==> config.mk <==
export PLATFORM = sky130hd
export DESIGN_NAME = heartbeat_rate_detector
export DESIGN_NICKNAME = d
export VERILOG_FILES = /design/src/hw/rtl/hrd_pkg.sv /design/src/hw/rtl/heartbeat_rate_detector.sv
export SDC_FILE = /design/constraint.sdc
export NUM_CORES = 1
export LEC_CHECK = 0
export BUFFER_PORTS_ARGS = -buffer_cell sky130_fd_sc_hd__buf_2
export CORE_MARGIN = 5
export CORE_UTILIZATION = 33
export CTS_BUF_LIST = sky130_fd_sc_hd__clkbuf_16
export CTS_CLUSTER_DIAMETER = 50
export DETAILED_ROUTE_END_ITERATION = 8
export PLACE_DENSITY = 0.45
export SLEW_MARGIN = 10
export SYNTH_ARGS = -nofsm -noshare
export SYNTH_HDL_FRONTEND = slang
export SYNTH_SLANG_ARGS = --single-unit
==> constraint.sdc <==
create_clock -name clk -period 11.7 [get_ports clk]
set_clock_uncertainty 0.2 [all_clocks]
set_input_delay 0.585 -clock clk [delete_from_list [all_inputs] [get_ports clk]]
set_output_delay 0.585 -clock clk [all_outputs]
set_load 0.05 [all_outputs]
==> src/hw/rtl/hrd_pkg.sv <==
// ----------------------------------------------------------------------------
// hrd_pkg
// Shared types and constants for the heartbeat rate detector: the item
// layouts of both channels, the default window length and the rate constants.
// ----------------------------------------------------------------------------
package hrd_pkg;

    // Default number of readings held in the averaging window.
    localparam int HRD_WINDOW = 16;

    // Reset value of the rise limit register.
    localparam logic [7:0] HRD_RISE_LIMIT_RST = 8'd4;

    // Rate numerator: tenths of a beat per minute over a weighted sum of
    // intervals in ms, weights 4, 3 and 3 out of ten.
    localparam int          HRD_NUM_W    = 23;
    localparam logic [22:0] HRD_RATE_NUM = 23'd6000000;

    // Width of the weighted interval sum, at most 655350.
    localparam int HRD_DIV_W = 20;

    // One input item.
    typedef struct packed {
        logic [9:0]  reading;
        logic [31:0] time_ms;
    } hrd_in_t;

    // One result item.
    typedef struct packed {
        logic        beat;
        logic [15:0] rate_tenths;
        logic [15:0] interval_ms;
        logic        rising_now;
    } hrd_out_t;

endpackage

==> src/hw/rtl/heartbeat_rate_detector.sv <==
// Each item passes through the CALC state and, when it causes a beat, through the DIV state before DONE.
// A new item is taken only in the idle state, after the last result has been loaded; the 23-step
// restoring divider that forms the rate runs only for an item that causes a beat.
// The ring memory has one port pair and is read in the cycle after acceptance.
// Reset clears all control state; ring entries not yet written since reset count as zero until the ring wraps.
// ----------------------------------------------------------------------------
// heartbeat_rate_detector
// Keeps a ring of recent readings and their running sum in a synchronous
// memory, counts consecutive rises of the sum, flags a beat and works out the
// beat rate from the last three beat intervals with a bit-serial divider.
// ----------------------------------------------------------------------------
module heartbeat_rate_detector #(
    parameter int WINDOW = hrd_pkg::HRD_WINDOW
) (
    input  logic            clk,
    input  logic            rst_n,
    input  logic            sample_valid,
    output logic            sample_ready,
    input  hrd_pkg::hrd_in_t  sample,
    output logic            result_valid,
    input  logic            result_ready,
    output hrd_pkg::hrd_out_t result,
    input  logic            rise_limit_we,
    input  logic [7:0]      rise_limit_wdata
);
    import hrd_pkg::*;

    localparam int IDX_W = $clog2(WINDOW);
    localparam int SUM_W = $clog2(WINDOW * 1023 + 1);
    localparam int BIT_W = $clog2(HRD_NUM_W);

    localparam logic [1:0] ST_IDLE = 2'd0;
    localparam logic [1:0] ST_CALC = 2'd1;
    localparam logic [1:0] ST_DIV  = 2'd2;
    localparam logic [1:0] ST_DONE = 2'd3;

    logic [1:0]           state_reg, state_next;
    hrd_in_t              item_reg;
    logic [9:0]           sample_ring [WINDOW];
    logic [9:0]           rd_data_reg;
    logic [IDX_W-1:0]     write_index_reg;
    logic                 wrapped_reg;
    logic [SUM_W-1:0]     window_sum_reg;
    logic [SUM_W-1:0]     previous_sum_reg;
    logic [7:0]           rise_run_reg;
    logic                 rising_reg;
    logic [31:0]          prev_beat_time_reg;
    logic [15:0]          interval0_reg;
    logic [15:0]          interval1_reg;
    logic [15:0]          rate_hold_reg;
    logic                 beat_reg;
    logic [7:0]           rise_limit_reg;
    logic [HRD_DIV_W-1:0] divisor_reg;
    logic [HRD_DIV_W-1:0] rem_reg;
    logic [HRD_NUM_W-1:0] quo_reg;
    logic [BIT_W-1:0]     bit_reg;
    logic                 result_valid_reg;
    hrd_out_t             result_reg;

    logic                 accept;
    logic                 load_result;
    logic [9:0]           old_sample;
    logic [SUM_W-1:0]     sum_new;
    logic                 is_rise;
    logic [7:0]           count_inc;
    logic                 beat_now;
    logic [31:0]          time_diff;
    logic [15:0]          newest;
    logic [HRD_DIV_W-1:0] divisor_new;
    logic [HRD_DIV_W:0]   rem_shift;
    logic [HRD_DIV_W:0]   rem_sub;
    logic                 q_bit;
    logic [HRD_NUM_W-1:0] quo_next;
    logic [15:0]          rate_sat;

    // Handshake on both channels.
    assign sample_ready = (state_reg == ST_IDLE);
    assign accept       = sample_valid && sample_ready;
    assign load_result  = (state_reg == ST_DONE) && (!result_valid_reg || result_ready);
    assign result_valid = result_valid_reg;
    assign result       = result_reg;

    // Ring memory: read at acceptance, written back with the new reading.
    always_ff @(posedge clk)
    begin
        if (accept)
        begin
            rd_data_reg <= sample_ring[write_index_reg];
        end
        if (state_reg == ST_CALC)
        begin
            sample_ring[write_index_reg] <= item_reg.reading;
        end
    end

    // Window sum update and rise detection on the entry just read.
    always_comb
    begin
        old_sample  = wrapped_reg ? rd_data_reg : 10'd0;
        sum_new     = window_sum_reg - SUM_W'(old_sample) + SUM_W'(item_reg.reading);
        is_rise     = sum_new > previous_sum_reg;
        count_inc   = (rise_run_reg == 8'hFF) ? 8'hFF : rise_run_reg + 8'd1;
        beat_now    = is_rise && !rising_reg && (count_inc > rise_limit_reg);
        time_diff   = item_reg.time_ms - prev_beat_time_reg;
        newest      = (|time_diff[31:16]) ? 16'hFFFF : time_diff[15:0];
        divisor_new = (HRD_DIV_W'(newest) << 2)
                    + (HRD_DIV_W'(interval0_reg) << 1) + HRD_DIV_W'(interval0_reg)
                    + (HRD_DIV_W'(interval1_reg) << 1) + HRD_DIV_W'(interval1_reg);
    end

    // One restoring division step per cycle; a zero divisor gives all ones.
    always_comb
    begin
        rem_shift = {rem_reg, HRD_RATE_NUM[bit_reg]};
        rem_sub   = rem_shift - {1'b0, divisor_reg};
        q_bit     = rem_shift >= {1'b0, divisor_reg};
        quo_next  = {quo_reg[HRD_NUM_W-2:0], q_bit};
        rate_sat  = (|quo_next[HRD_NUM_W-1:16]) ? 16'hFFFF : quo_next[15:0];
    end

    // Sequencer.
    always_comb
    begin
        state_next = state_reg;
        unique case (state_reg)
            ST_IDLE: if (accept) state_next = ST_CALC;
            ST_CALC: state_next = beat_now ? ST_DIV : ST_DONE;
            ST_DIV:  if (bit_reg == '0) state_next = ST_DONE;
            ST_DONE: if (load_result) state_next = ST_IDLE;
            default: state_next = ST_IDLE;
        endcase
    end

    // Control and detector state.
    always_ff @(posedge clk or negedge rst_n)
    begin
        if (!rst_n)
        begin
            state_reg          <= ST_IDLE;
            write_index_reg    <= '0;
            wrapped_reg        <= 1'b0;
            window_sum_reg     <= '0;
            previous_sum_reg   <= '0;
            rise_run_reg       <= '0;
            rising_reg         <= 1'b0;
            prev_beat_time_reg <= '0;
            interval0_reg      <= '0;
            interval1_reg      <= '0;
            rate_hold_reg      <= '0;
            beat_reg           <= 1'b0;
            rise_limit_reg     <= HRD_RISE_LIMIT_RST;
            result_valid_reg   <= 1'b0;
        end
        else
        begin
            state_reg <= state_next;
            if (rise_limit_we)
            begin
                rise_limit_reg <= rise_limit_wdata;
            end
            if (state_reg == ST_CALC)
            begin
                window_sum_reg   <= sum_new;
                previous_sum_reg <= sum_new;
                beat_reg         <= beat_now;
                if (write_index_reg == IDX_W'(WINDOW - 1))
                begin
                    write_index_reg <= '0;
                    wrapped_reg     <= 1'b1;
                end
                else
                begin
                    write_index_reg <= write_index_reg + 1'b1;
                end
                if (is_rise)
                begin
                    rise_run_reg <= count_inc;
                    if (beat_now)
                    begin
                        rising_reg         <= 1'b1;
                        prev_beat_time_reg <= item_reg.time_ms;
                        interval1_reg      <= interval0_reg;
                        interval0_reg      <= newest;
                    end
                end
                else
                begin
                    rise_run_reg <= '0;
                    rising_reg   <= 1'b0;
                end
            end
            if ((state_reg == ST_DIV) && (bit_reg == '0))
            begin
                rate_hold_reg <= rate_sat;
            end
            if (load_result)
            begin
                result_valid_reg <= 1'b1;
            end
            else if (result_ready)
            begin
                result_valid_reg <= 1'b0;
            end
        end
    end

    // Item capture, divider datapath and result payload.
    always_ff @(posedge clk)
    begin
        if (accept)
        begin
            item_reg <= sample;
        end
        if (state_reg == ST_CALC)
        begin
            divisor_reg <= divisor_new;
            rem_reg     <= '0;
            quo_reg     <= '0;
            bit_reg     <= BIT_W'(HRD_NUM_W - 1);
        end
        else if (state_reg == ST_DIV)
        begin
            rem_reg <= q_bit ? rem_sub[HRD_DIV_W-1:0] : rem_shift[HRD_DIV_W-1:0];
            quo_reg <= quo_next;
            bit_reg <= bit_reg - 1'b1;
        end
        if (load_result)
        begin
            result_reg.beat        <= beat_reg;
            result_reg.rate_tenths <= rate_hold_reg;
            result_reg.interval_ms <= interval0_reg;
            result_reg.rising_now  <= rising_reg;
        end
    end

endmodule

==> Word level (Yosys, flattened, before mapping) <==
Memories as Yosys holds them, arrays and structs flattened. A register that Yosys moved wholly into a read port is not among the register bits.
Cells that the tools add are included.
{ "totals": {"in_bits": 55, "ram_bits": 160, "n_memories": 2, "romBits": 32, "register_bits": 263, "wordCells": 87, "out_inout_bits": 36} }
{ "classes": {"magnitude_cmp": 4, "mux": 21, "n_reduce_logical": 17, "n_eq_ne": 9, "n_addsub": 11} }
{ "mem_list": {"columns": ["memory", "depth", "width", "read_ports", "rd_ports_with_merged_regs", "write_ports", "line", "text"], "rows": [
  ["sample_ring", 16, 10, 1, 1, 1, "heartbeat_rate_detector.sv:39", "logic [9:0] sample_ring [WINDOW];"],
  ["(name not given)", 32, 1, 1, 1, 0, "heartbeat_rate_detector.sv:114", "rem_shift = {rem_reg, HRD_RATE_NUM[bit_reg]};"]
]} }
{ "ops": {"columns": ["op", "n"], "rows": [
  ["$mux W16", 2],
  ["$sub A32 B32 Y32", 1],
  ["$ge A21 B20 Y1", 1],
  ["$add A19 B16 Y20", 1],
  ["$add A20 B16 Y20", 1],
  ["$add A20 B17 Y20", 1],
  ["$mux W20", 1],
  ["$sub A20 B20 Y20", 1],
  ["$add A18 B17 Y19", 1],
  ["$mux W8", 2],
  ["$reduce_or A16 Y1", 1],
  ["$add A14 B10 Y14", 1],
  ["$gt A14 B14 Y1", 1],
  ["$sub A14 B10 Y14", 1],
  ["$mux W10", 1],
  ["$mux W5", 2],
  ["$add A8 B1 Y8 const B", 1],
  ["$eq A8 B8 Y1 const B", 1],
  ["$gt A8 B8 Y1", 1],
  ["$mux W1", 8],
  ["$pmux W2 S4", 1],
  ["$reduce_or A7 Y1", 1],
  ["$lt A5 B6 Y1 const B", 1],
  ["$mux W2", 3],
  ["other kinds (16)", 26]
]} }

==> Depth between registers and ports, before layout <==
{ "logic_depth": {"ltp_word": 8, "ltp_mapped": 29, "ltp_nobuf": 28} }

==> Least setup slack after synthesis <==
Ideal clock, no wire load.
{ "synth_timing": {"path_type": "register -> register", "from": "reg item_reg[0] (netlist name)", "to": "reg divisor_reg[17], data pin", "setup_time_ps": 260, "t_required_ps": 11240, "slack_ps": 5540, "path_stages_with_launch": 30, "arrival_ps": 5701, "path_cell_list": "edfxtp_1 > inv_1 > ha_1 > fa_1 > nand2b_1 > a211oi_2 > nor4_4 > nor4_4 > o2111ai_1 > a31o_1 > a2111oi_4 > nand4_2 > a211oi_2 > buf_2 > and2_1 > fa_1 > inv_1 > ha_1 > inv_1 > fa_1 > nor2b_1 > o21ai_0 > a21boi_0 > o21ai_0 > nand2b_1 > a21o_1 > a41oi_1 > a221oi_1 > a31oi_1 > xnor2_1"} }
{ "synth_via": {"elab_chain_len": 7} }
{ "synth_lines": {"columns": ["element", "line", "text"], "rows": [
  ["start: declaration", "heartbeat_rate_detector.sv:38", "hrd_in_t item_reg;"],
  ["start signal: assignment", "heartbeat_rate_detector.sv:212", "item_reg <= sample;"],
  ["$sub A32 B32 Y32 (*)", "heartbeat_rate_detector.sv:104", "time_diff = item_reg.time_ms - prev_beat_time_reg;"],
  ["$reduce_or A16 Y1", "heartbeat_rate_detector.sv:105", "newest = (|time_diff[31:16]) ? 16'hFFFF : time_diff[15:0];"],
  ["$mux W16 (*)", "heartbeat_rate_detector.sv:105", null],
  ["$add A18 B17 Y19 (*)", "heartbeat_rate_detector.sv:107", "+ (HRD_DIV_W'(interval0_reg) << 1) + HRD_DIV_W'(interval0_reg)"],
  ["$add A19 B16 Y20 (*)", "heartbeat_rate_detector.sv:107", null],
  ["$add A20 B17 Y20 (*)", "heartbeat_rate_detector.sv:108", "+ (HRD_DIV_W'(interval1_reg) << 1) + HRD_DIV_W'(interval1_reg);"],
  ["$add A20 B16 Y20 (*)", "heartbeat_rate_detector.sv:108", null],
  ["net divisor_new[17]", "heartbeat_rate_detector.sv:69", "logic [HRD_DIV_W-1:0] divisor_new;"],
  ["end signal: assignment", "heartbeat_rate_detector.sv:216", "divisor_reg <= divisor_new;"],
  ["end: declaration", "heartbeat_rate_detector.sv:53", "logic [HRD_DIV_W-1:0] divisor_reg;"]
]} }
Mark *: on every way through the listed nets, which the timed path passes. The rest lies on a longest branch.
A chain may end at the register's enable or synchronous reset.

==> Worst setup path after layout <==
Ends and elaborated chain as after synthesis.

==> reports/qor.yml <==
synthesis:
  synth_common_cells: "edfxtp_1, inv_1, nor2_1"
  yosysTopAreaCell: "edfxtp_1"
  ys_types: 85
  synth_nets: 2006
  yosys_most_used_dff: "edfxtp_1"
  async_reset_ff_frac: 0.276
  yosys.area.top_type_share: 0.361
  synth_edf_count: 266
  ys_warn_count: 0
  syn-cell-area_um2: 22100
  syn_avg_cell_area_um2: 12.5
  synth.ff_latch_count: 434
  ys_top_cells_by_area: "edfxtp_1, dfrtp_1, ha_1"
  synthCells: 1774
  synth_most_common_cell: "edfxtp_1"
  seq_area_frac_synth: 0.540
timing:
  setup_viol: 0
  timing.fmax_mhz: 144
  rsz0062_at_grt: "no"
  post-route-period-util: 0.594
  setup_slack_ns: 4.75
  final-hold-violation-count: 0
  tightest_slew_ns: 1.13
  slew_headroom: 0.244
  drv_slew: 0
  min_period_ns: 6.95
  fin_tns_setup_ns: 0
  worst_hold_slack_ns: 0.0447
floorplan:
  row_count: 95
  num_io_pins: 91
  fp.coreArea_um2: 66800
  die_y_um: 269
  die_w_um: 269
  die_area_um2: 72400
  start_util: 0.331
cts:
  clk_pin_slew_ns: 0.06
  cts-root-buf: "clkbuf_16"
  post_cts_buffers: 0
  cts_max_level: 3
  cts_hold_buf: 49
  clock_latency_ns: 0.59
  clkSinkCount: 434
  numCtsBuffers: 67
  cts_buffer_depth: 3
  cts_tree: "built"
  post_cts_resized: 0
place:
  dp_hpwl_um: 32700
  dp_slack_ns: 4.76
  place.gp.congestion: 0.784
  portBuffers: 90
cells_and_area:
  diodes: 0
  drive_gt1_frac: 0.160
  fin_nets: 2165
  area_growth_pct: 18.1
  largest_reg_flops: 160
global_routing:
  grt_max_degree: 69
  grt_antenna_before_repair: 1
  grt-ovfl-total: 0
  grt_usage: 0.133
  grt_pass1_wl_um: 77500
  grt_pass1_vias: 14276
detailed_routing:
  vias: 13871
  wl_um: 47600
  wl_per_cell_um: 16.6
  highest_layer: "met4"
  wl_met2_um: 21400
  drt_drc_violations_left: 0
  first_pass_iters: 5
  drtIter0Drc: 733
  via_per_inst: 4.85
  met1_length_um: 23200
  wl_met3_um: 1830
  ant_nets: 0
outcome:
  outcome: "finished clean"
worst_setup_path:
  required_ns: 11.82
  cp.arrival_ns: 7.08
  worstSetupEndpointType: "flop"
  worstPathMaxFanout: 20
  crit_slowest_cell: "fa_1"
  critPathTopFamily: "compound AO/OA/AOI/OAI gates"
  crit_type: "flop to flop"
  critPathLaunchType: "flop"
  slowest_delay_ns: 0.41
  cp_num_buf_inv: 4
power_and_ir_drop:
  pwr-share-seq: 0.278
  pwr-share-clk: 0.221
  leakage_nw: 10.5
  combPwrFrac: 0.501
  powerDensity_nw_per_um2: 327
  swShare: 0.399
  intPower_mw: 5.14
  p_switching_mw: 3.41
  worst_ir_drop_vdd_uv: 140
flow_run:
  cap_violations: 0
min_path:
  min_path_type: "primary input to flop"
## worst min-delay path: cells and delay by family
kind / cells / cell delay, ns
buffers and inverters: 1 / 0.08
AO/OA/AOI/OAI: 1 / 0.07
AND/OR/NAND/NOR: 1 / 0.06
## power by group through the flow
| stage | sequential, mW | clock, mW | combinational, mW |
|---|---|---|---|
| after floorplan | 2.45 | 0 | 3.30 |
| after global placement | 2.41 | 0 | 4.29 |
| after detailed placement | 2.42 | 0 | 4.31 |
| after CTS | 2.39 | 1.96 | 4.36 |
| after global routing | 2.43 | 2.02 | 4.90 |
| final | 2.38 | 1.89 | 4.28 |
## path summary, 6_finish.rpt
kind	from	endpoint	slack, ns	cells after the start
worst max-delay path	item_reg[0]	divisor_reg[17]	4.75	29
worst min-delay path	rise_limit_wdata[2]	rise_limit_reg[2]	0.04	3
worst max register to register	item_reg[0]	divisor_reg[17]	4.75	29
worst min register to register	rate_hold_reg[9]	result[26]	0.25	0
max in group asynchronous	rst_n	write_index_reg[0]	9.51	3
min in group asynchronous	rst_n	rate_hold_reg[0]	0.38	2
## layer usage
metal  vias up  track usage
met4         0       0.0420
met5         -            0
met3        84       0.0240
met1      6815        0.189
met2       219        0.208
li1       6753            -
## logic make-up after synthesis
kind of cell               synth area share
AOI/OAI and AO/OA                     0.105
xor gates and xnor gates             0.0257
adders and majority gates             0.120
buffers and inverters                0.0404
DFF                                   0.540
muxes                                0.0765
and+or+nand+nor                      0.0922
## stage by stage
step                utilization  power (mW)  cell area (um^2)  cells
global placement          0.352        6.70             23500   2688
floorplan                     -        5.75             22100   1774
CTS                       0.391        8.71             26200   2861
detailed placement        0.352        6.73             23500   2688
global route              0.391        9.35             26200   2861
finish                    0.391        8.55             26200   2861
## layout make-up
type	count	area [um^2]
inverters	151	567
clock inverters	54	402
flip-flops and latches	434	12000
clock buffers	70	1750
well taps	873	1090
repair buffers	154	1060
multi-input cells	1125	9330
fillers	6392	40600
## cell usage in the layout, fill, tap and decap left out, drive strengths merged, types with 21 or more instances in the layout
master       synthesis  layout
inv                151     175
edfxtp             266     266
a21oi               75      75
nand2              127     127
a31oi               25      25
nor2b               21      21
a21o                36      36
o21ai               93      93
nand3               28      28
buf                 16     105
mux2                22      22
dlygate4sd3          0      49
dfrtp              119     119
a211oi              21      21
fa                  59      59
ha                 118     118
nand2b              21      21
clkinv               0      23
dfxtp               48      48
xnor2               49      49
clkbuf              48      70
mux4                50      50
mux2i               32      32
nor3                29      29
nor2               133     133
(Power assumes the default switching activity.)
